**src/rtl/core/escaped_frame_deframer_macros.svh**
```systemverilog
// assertion macros for the escaped frame deframer
`ifndef ESCAPED_FRAME_DEFRAMER_MACROS_SVH
`define ESCAPED_FRAME_DEFRAMER_MACROS_SVH

// condition now implies consequence in the same cycle
`define EFD_ASSERT_NOW(lbl, pre, post, msg) \
	lbl: assert property (@(posedge clk) disable iff (!arst_n) (pre) |-> (post)) \
		else $error(msg);

// condition now implies consequence in the next cycle
`define EFD_ASSERT_NEXT(lbl, pre, post, msg) \
	lbl: assert property (@(posedge clk) disable iff (!arst_n) (pre) |=> (post)) \
		else $error(msg);

`endif

```
**src/rtl/core/efd_pkg.sv**
```systemverilog
// shared types and constants for the escaped frame deframer
`timescale 1ns / 1ps

package efd_pkg;

	localparam logic [7:0] SYNC_BYTE       = 8'hE0;
	localparam logic [7:0] ESC_BYTE        = 8'hD0;
	localparam logic [7:0] REMAINING_RESET = 8'hFF;

	localparam int QUEUE_DEPTH = 2;

	localparam logic [2:0] ST_DATA    = 3'd0;
	localparam logic [2:0] ST_OK      = 3'd1;
	localparam logic [2:0] ST_BADSUM  = 3'd2;
	localparam logic [2:0] ST_STRAY   = 3'd3;
	localparam logic [2:0] ST_GARBAGE = 3'd4;

	typedef enum logic [1:0] {
		PH_HUNT = 2'd0,
		PH_BODY = 2'd1,
		PH_CSUM = 2'd2
	} efd_phase_t;

	// one classified byte waiting in the queue
	typedef struct packed {
		logic [7:0] raw;
		logic       is_sync;
		logic       is_esc;
	} efd_item_t;

	// queue status seen by front and back
	typedef struct packed {
		logic full;
		logic empty;
	} efd_qstat_t;

endpackage

```
**src/rtl/core/escaped_frame_deframer.sv**
```systemverilog
// top level of the escaped frame deframer
`timescale 1ns / 1ps

// escaped frame deframer: takes one received serial byte per request on the
// input channel and hands out decoded frame bytes and frame status on the
// output channel. a frame opens on sync 0xe0, its first body byte is the
// length, 0xd0 escapes the next byte (taken plus one), and the raw byte after
// the body is checked against the 8-bit sum of the decoded body. sustained
// rate is one byte per clock in while the queue has room and at most one result
// per clock out; a taken byte passes through the classification queue and then
// the registered result stage. resync_on_garbage resets to 1; the user writes it
// through cfg_we/cfg_wdata while the block idles, the block does not enforce it.

`include "escaped_frame_deframer_macros.svh"

module escaped_frame_deframer #(
	parameter int QUEUE_DEPTH = efd_pkg::QUEUE_DEPTH
) (
	input  logic       clk,
	input  logic       arst_n,
	// configuration
	input  logic       cfg_we,
	input  logic       cfg_wdata,
	// byte requests in
	input  logic       in_valid,
	output logic       in_stall,
	input  logic [7:0] rx_byte,
	// result requests out
	output logic       out_valid,
	input  logic       out_stall,
	output logic [7:0] data_byte,
	output logic [2:0] status,
	output logic       last
);

	efd_pkg::efd_qstat_t qstat;
	efd_pkg::efd_item_t  push_item;
	efd_pkg::efd_item_t  head;
	logic                push;
	logic                pop;
	logic                in_take;
	logic                res_ends_frame;
	logic                res_in_frame;

	// front: tags each byte as sync, escape or plain and queues it
	efd_front u_front (
		.in_valid (in_valid),
		.rx_byte  (rx_byte),
		.in_stall (in_stall),
		.qstat    (qstat),
		.push     (push),
		.item     (push_item)
	);

	// short queue so the line side keeps flowing while results wait
	efd_queue #(
		.DEPTH (QUEUE_DEPTH)
	) u_queue (
		.clk       (clk),
		.arst_n    (arst_n),
		.push      (push),
		.push_item (push_item),
		.pop       (pop),
		.head      (head),
		.qstat     (qstat)
	);

	// back: frame tracking, escape decode, checksum, result register
	efd_back u_back (
		.clk       (clk),
		.arst_n    (arst_n),
		.cfg_we    (cfg_we),
		.cfg_wdata (cfg_wdata),
		.head      (head),
		.qstat     (qstat),
		.pop       (pop),
		.out_stall (out_stall),
		.out_valid (out_valid),
		.data_byte (data_byte),
		.status    (status),
		.last      (last)
	);

	// status groups seen on the output
	assign in_take        = in_valid && !in_stall;
	assign res_ends_frame = (status == efd_pkg::ST_OK) || (status == efd_pkg::ST_BADSUM) ||
		(status == efd_pkg::ST_STRAY);
	assign res_in_frame   = (status == efd_pkg::ST_DATA) || (status == efd_pkg::ST_GARBAGE);

	// a byte taken into an empty queue always lands in the queue
	`EFD_ASSERT_NEXT(a_push_fills, in_take && qstat.empty, !qstat.empty, "taken byte lost")
	// frame end and abort results close the frame
	`EFD_ASSERT_NOW(a_end_last, out_valid && res_ends_frame, last, "frame end without last")
	// data and garbage results never close a frame
	`EFD_ASSERT_NOW(a_data_not_last, out_valid && res_in_frame, !last, "last on data or garbage")

endmodule

```
**src/rtl/core/efd_front.sv**
```systemverilog
// front end: takes received bytes and tags sync and escape codes
`timescale 1ns / 1ps

module efd_front (
	input  logic              in_valid,
	input  logic [7:0]        rx_byte,
	output logic              in_stall,
	input  efd_pkg::efd_qstat_t qstat,
	output logic              push,
	output efd_pkg::efd_item_t  item
);

	assign in_stall = qstat.full;
	assign push     = in_valid && !qstat.full;

	always_comb begin
		item.raw     = rx_byte;
		item.is_sync = (rx_byte == efd_pkg::SYNC_BYTE);
		item.is_esc  = (rx_byte == efd_pkg::ESC_BYTE);
	end

endmodule

```
**src/rtl/core/efd_queue.sv**
```systemverilog
// short fifo of classified bytes between front and back
`timescale 1ns / 1ps

module efd_queue #(
	parameter int DEPTH = efd_pkg::QUEUE_DEPTH
) (
	input  logic                clk,
	input  logic                arst_n,
	input  logic                push,
	input  efd_pkg::efd_item_t  push_item,
	input  logic                pop,
	output efd_pkg::efd_item_t  head,
	output efd_pkg::efd_qstat_t qstat
);

	localparam int PW = (DEPTH > 1) ? $clog2(DEPTH) : 1;
	localparam int CW = $clog2(DEPTH + 1);
	localparam logic [PW-1:0] LAST_PTR = PW'(DEPTH - 1);
	localparam logic [CW-1:0] FULL_CNT = CW'(DEPTH);

	efd_pkg::efd_item_t slot_q [DEPTH];
	logic [PW-1:0] wr_ptr_q;
	logic [PW-1:0] rd_ptr_q;
	logic [CW-1:0] count_q;

	always_ff @(posedge clk) begin
		if (push) begin
			slot_q[wr_ptr_q] <= push_item;
		end
	end

	always_ff @(posedge clk or negedge arst_n) begin
		if (!arst_n) begin
			wr_ptr_q <= '0;
			rd_ptr_q <= '0;
			count_q  <= '0;
		end else begin
			if (push) begin
				wr_ptr_q <= (wr_ptr_q == LAST_PTR) ? '0 : wr_ptr_q + 1'b1;
			end
			if (pop) begin
				rd_ptr_q <= (rd_ptr_q == LAST_PTR) ? '0 : rd_ptr_q + 1'b1;
			end
			if (push && !pop) begin
				count_q <= count_q + 1'b1;
			end else if (pop && !push) begin
				count_q <= count_q - 1'b1;
			end
		end
	end

	assign head        = slot_q[rd_ptr_q];
	assign qstat.full  = (count_q == FULL_CNT);
	assign qstat.empty = (count_q == '0);

endmodule

```
**src/rtl/core/efd_back.sv**
```systemverilog
// back end: frame state machine, checksum and result register
`timescale 1ns / 1ps

module efd_back (
	input  logic                clk,
	input  logic                arst_n,
	input  logic                cfg_we,
	input  logic                cfg_wdata,
	input  efd_pkg::efd_item_t  head,
	input  efd_pkg::efd_qstat_t qstat,
	output logic                pop,
	input  logic                out_stall,
	output logic                out_valid,
	output logic [7:0]          data_byte,
	output logic [2:0]          status,
	output logic                last
);

	efd_pkg::efd_phase_t phase_q, phase_d;
	logic       resync_q;
	logic       esc_q, esc_d;
	logic       len_q, len_d;
	logic [7:0] rem_q, rem_d;
	logic [7:0] sum_q, sum_d;

	logic       res_valid;
	logic [7:0] res_data;
	logic [2:0] res_status;
	logic       res_last;

	logic [7:0] dec_byte;
	logic [7:0] sum_add;
	logic [7:0] rem_body;
	logic       go;

	// head consumed when the result slot is free or drains this cycle
	assign go  = !qstat.empty && (!out_valid || !out_stall);
	assign pop = go;

	assign dec_byte = esc_q ? head.raw + 8'd1 : head.raw;
	assign sum_add  = sum_q + dec_byte;

	always_comb begin
		if (len_q) begin
			rem_body = (dec_byte == 8'd0) ? 8'd0 : dec_byte - 8'd1;
		end else if (rem_q != 8'd0) begin
			rem_body = rem_q - 8'd1;
		end else begin
			rem_body = rem_q;
		end
	end

	// next state
	always_comb begin
		phase_d = phase_q;
		esc_d   = esc_q;
		len_d   = len_q;
		rem_d   = rem_q;
		sum_d   = sum_q;
		unique case (phase_q)
			efd_pkg::PH_BODY: begin
				if (head.is_esc) begin
					esc_d = 1'b1;
				end else if (!esc_q && head.is_sync) begin
					phase_d = efd_pkg::PH_HUNT;
					esc_d   = 1'b0;
					len_d   = 1'b1;
					rem_d   = efd_pkg::REMAINING_RESET;
					sum_d   = 8'd0;
				end else begin
					esc_d = 1'b0;
					len_d = 1'b0;
					rem_d = rem_body;
					sum_d = sum_add;
					if (rem_body == 8'd0) begin
						phase_d = efd_pkg::PH_CSUM;
					end
				end
			end
			efd_pkg::PH_CSUM: begin
				phase_d = efd_pkg::PH_HUNT;
				esc_d   = 1'b0;
				len_d   = 1'b1;
				rem_d   = efd_pkg::REMAINING_RESET;
				sum_d   = 8'd0;
			end
			default: begin
				phase_d = head.is_sync ? efd_pkg::PH_BODY : efd_pkg::PH_HUNT;
				esc_d   = 1'b0;
				len_d   = 1'b1;
				rem_d   = efd_pkg::REMAINING_RESET;
				sum_d   = 8'd0;
			end
		endcase
	end

	// result of the head byte
	always_comb begin
		res_valid  = 1'b0;
		res_data   = head.raw;
		res_status = efd_pkg::ST_DATA;
		res_last   = 1'b0;
		unique case (phase_q)
			efd_pkg::PH_BODY: begin
				if (head.is_esc) begin
					res_valid = 1'b0;
				end else if (!esc_q && head.is_sync) begin
					res_valid  = 1'b1;
					res_status = efd_pkg::ST_STRAY;
					res_last   = 1'b1;
				end else begin
					res_valid = 1'b1;
					res_data  = dec_byte;
				end
			end
			efd_pkg::PH_CSUM: begin
				res_valid  = 1'b1;
				res_status = (head.raw == sum_q) ? efd_pkg::ST_OK : efd_pkg::ST_BADSUM;
				res_last   = 1'b1;
			end
			default: begin
				res_valid  = !head.is_sync && !resync_q;
				res_status = efd_pkg::ST_GARBAGE;
			end
		endcase
	end

	always_ff @(posedge clk or negedge arst_n) begin
		if (!arst_n) begin
			resync_q  <= 1'b1;
			phase_q   <= efd_pkg::PH_HUNT;
			esc_q     <= 1'b0;
			len_q     <= 1'b1;
			rem_q     <= efd_pkg::REMAINING_RESET;
			sum_q     <= 8'd0;
			out_valid <= 1'b0;
		end else begin
			if (cfg_we) begin
				resync_q <= cfg_wdata;
			end
			if (go) begin
				phase_q   <= phase_d;
				esc_q     <= esc_d;
				len_q     <= len_d;
				rem_q     <= rem_d;
				sum_q     <= sum_d;
				out_valid <= res_valid;
			end else if (!out_stall) begin
				out_valid <= 1'b0;
			end
		end
	end

	always_ff @(posedge clk) begin
		if (go && res_valid) begin
			data_byte <= res_data;
			status    <= res_status;
			last      <= res_last;
		end
	end

endmodule
```
**config.mk**
```make
export PLATFORM = sky130hd
export DESIGN_NAME = escaped_frame_deframer
export DESIGN_NICKNAME = d
export VERILOG_FILES = /design/src/rtl/core/efd_pkg.sv /design/src/rtl/core/escaped_frame_deframer.sv /design/src/rtl/core/efd_front.sv /design/src/rtl/core/efd_queue.sv /design/src/rtl/core/efd_back.sv
export VERILOG_INCLUDE_DIRS = /design/src /design/src/rtl/core
export SDC_FILE = /design/constraint.sdc
export NUM_CORES = 1
export LEC_CHECK = 0
export ABC_CLOCK_PERIOD_IN_PS = 8210
export BUFFER_PORTS_ARGS = -buffer_cell sky130_fd_sc_hd__clkbuf_2
export CORE_ASPECT_RATIO = 1.75
export CORE_UTILIZATION = 40
export CTS_BUF_LIST = sky130_fd_sc_hd__clkbuf_8
export DETAILED_ROUTE_END_ITERATION = 7
export PLACE_DENSITY = 0.63
export SKIP_LAST_GASP = 1
export SLEW_MARGIN = 0
export SYNTH_ARGS = -nofsm -noshare
export SYNTH_HDL_FRONTEND = slang
export SYNTH_HIERARCHICAL = 1
export SYNTH_SLANG_ARGS = --single-unit
```
**constraint.sdc**
```tcl
create_clock -name clk -period 8.21 [get_ports clk]
set_input_delay 0.821 -clock clk [delete_from_list [all_inputs] [get_ports clk]]
set_output_delay 0.821 -clock clk [all_outputs]
set_load 0.01 [all_outputs]
```
==> metrics.txt <==
outcome=complete, no violations; clk slew on worst S/H paths=70 ps; post-DR vias/cell=5.39; cell area after synthesis=3800 um^2; Crit. End Element=flip-flop; total power draw=0.00178 W; Top FF cell, synth=edfxtp_1; Post-DP HPWL=6250 um; Final nets=408; first-pass GRT wire length=13000 um; clk sink count=58; Pleak=1.66 nW; via count=2722; start point of the critical path=u_queue/rd_ptr_q; initial antenna violation count=0; maximum vdd drop=0.000198 V; crit path cell chain=mux2_4, ha_1, mux2i_1, inv_1, ha_1, a21o_1, a21o_1, maj3_1, a21oi_1, xnor2_1, o211ai_1, nor2b_1; Synth area leader=edfxtp_1; DRT iter0 DRCs=215; Crit Reg-Reg Startpoint=u_queue/rd_ptr_q; TritonCTS clock tree=done; row cnt=46; Critical Path RT=8440 ps; Final Setup Violations=0; largest net degree at the start of global routing=27; number of diodes=0; Worst Hold Class=reg2reg; Die Y-Extent=131 um; setup TNS=0 ps; Worst Path Max Fanout=11; Avg Cell Area, Syn=10.3 um^2; Fmax=0.247 GHz; grt ovf=0; Setup crit start kind=flip-flop; area delta synth->final=8.63%; Crit path max-delay family=adder cells; ANT nets after route=0; wire per inst=16.3 um; Root Driver=clkbuf_8; Worst Clk Skew=8.89 ps; Post-synth EDFFs=32; GPL Wtd Cong=0.884; Filler cells=871; Die X-Extent=75.7 um; most frequent cells in the layout=32 x edfxtp_1, 29 x nor2_1, 27 x clkbuf_2, 26 x nand2_1, 25 x xnor2_1; I/O pin count=28; vias in the first global route=2691; gr usage total=0.185; CTS max path bufs=2; Worst Hold Launch=u_queue/wr_ptr_q; CTS Buf Count=9; Post-CTS Resized=0; most common cell after layout, fill and taps aside=edfxtp_1; postcts setup bufs=0; Detailed Route WL=8240 um; Final min period=4040 ps; crit share post-route=0.492; slowest cell on the critical path=dfrtp_1; Syn Inst Count=369; share of cells above drive strength 1=0.190; synthesized flop and latch total=58; CP Buf/Inv Count=1; clock latency at the later pin of the worst-skew pair=340 ps; largest cells by area after synthesis=edfxtp_1 25%, dfrtp_1 11%, dfstp_2 6.9%, xnor2_1 5.8%, ha_1 4.3%; DIE AREA=9900 um^2; Crit Path Category=reg2reg; Final Hold Violating Endpoints=0; post-synthesis sequential area ratio=0.428; Pre-Repair DR Iteration Count=4; Power per Cell Area=431 nW/um^2; Synth top area share=0.253; R2R setup slack=4170 ps; Slew Limit Fails=0; Ys Warns=6; ys async rst share=0.448; RSZ-0062 raised after global routing=false; CORE AREA=9150 um^2; Starting Density=0.415; Max-cap violations=0; Synth Net Count=397; CP Data Arrival Time=4280 ps; Max-slew headroom=0.400; hold buffer count at cts=0; Remaining DRCs=0; distinct cell type count after synthesis=65; worst slew pin tran=898 ps; IO Port Bufs=27; slowest cell delay on critical path=710 ps; number of H-tree levels=3
## per-stage QoR
| step | hold slack (ps) | std cells | worst slack, ps | cell area [um^2] | utilization |
|---|---|---|---|---|---|
| final | 489 | 505 | 4170 | 4130 | 0.451 |
| after global routing | 509 | 505 | 4030 | 4130 | 0.451 |
| after CTS | 492 | 505 | 4160 | 4130 | 0.451 |
| after detailed placement | 477 | 489 | 4180 | 3930 | 0.429 |
| after global placement | 471 | 489 | 4320 | 3930 | 0.429 |
| after floorplan | 455 | 369 | 4880 | 3800 | - |
## where the power goes
| group | internal, W | total [W] | switching (W) |
|---|---|---|---|
| Clock | 0.000146 | 0.000262 | 0.000116 |
| Combinational | 0.000389 | 0.000946 | 0.000557 |
| Sequential | 0.000460 | 0.000572 | 0.000112 |
| Total | 0.000995 | 0.00178 | 0.000785 |
## registers in the layout, summed over array words and instances, names as in the netlist
signal / flops
u_back/data_byte: 8
u_back/esc_q: 1
u_back/last: 1
u_back/len_q: 1
u_back/out_valid: 1
u_back/phase_q: 2
u_back/rem_q: 8
u_back/resync_q: 1
u_back/status: 3
u_back/sum_q: 8
u_queue/count_q: 2
u_queue/rd_ptr_q: 1
u_queue/slot_q: 20
u_queue/wr_ptr_q: 1
## worst paths after layout
| check | endpoint | depth (start not counted) |
|---|---|---|
| setup / recovery | u_back/sum_q[5] | 12 |
| hold / removal | u_queue/wr_ptr_q | 1 |
| setup reg to reg | u_back/sum_q[5] | 12 |
| hold reg to reg | u_queue/wr_ptr_q | 1 |
| max in group asynchronous | u_back/phase_q[0] | 1 |
| min in group asynchronous | u_back/sum_q[0] | 1 |
## cell usage after synthesis (4+ instances only)
| cell type | number |
|---|---|
| a31oi_1 | 6 |
| maj3_1 | 4 |
| and2_1 | 6 |
| mux2i_1 | 4 |
| mux2_4 | 9 |
| nor3_1 | 7 |
| buf_4 | 9 |
| xor2_1 | 14 |
| o21ai_0 | 11 |
| xnor2_1 | 25 |
| ha_1 | 13 |
| nor2b_1 | 5 |
| dfstp_2 | 10 |
| a21oi_1 | 18 |
| edfxtp_1 | 32 |
| nor2_1 | 29 |
| nand2b_1 | 5 |
| a21o_1 | 7 |
| clkbuf_1 | 13 |
| nand4_1 | 5 |
| inv_1 | 19 |
| nand2_1 | 26 |
| nand3_1 | 12 |
| dfrtp_1 | 16 |
## worst register-to-register path, delay by kind of cell (launching register included)
kind,cells,cell delay (ps)
fa+ha+maj,3,1010
mux,2,890
compound gates,4,860
flops,1,710
xor+xnor,1,210
simple gates,1,170
buf+inv,1,100
## area by class of cell
class                   count  area [um^2]  share of cell area
well taps                 120          150              0.0364
inverters                  19         71.3              0.0173
flip-flops and latches     58         1620               0.394
clock inverters             6         58.8              0.0143
clock buffers              10          138              0.0334
repair buffers             27          135              0.0328
multi-input cells         265         1950               0.472
## cells by family (layout without fill, tap and decap cells)
| family | after synthesis | count (layout) | share of synthesized area |
|---|---|---|---|
| buf+inv | 46 | 62 | 0.0593 |
| simple gates | 120 | 120 | 0.174 |
| fa+ha+maj | 18 | 18 | 0.0587 |
| flops | 58 | 58 | 0.428 |
| compound gates | 72 | 72 | 0.131 |
| mux | 15 | 15 | 0.0521 |
| xor+xnor | 40 | 40 | 0.0972 |
## metal layers
metal | wire, um | share of wire | GRT usage
met3 | 247 | 0.030 | 0.0399
met2 | 4690 | 0.57 | 0.346
met1 | 3040 | 0.37 | 0.180
met4 | 259 | 0.031 | 0.103
met5 | 0 | 0 | 0
Note: power is estimated with default switching activity, not from simulation.
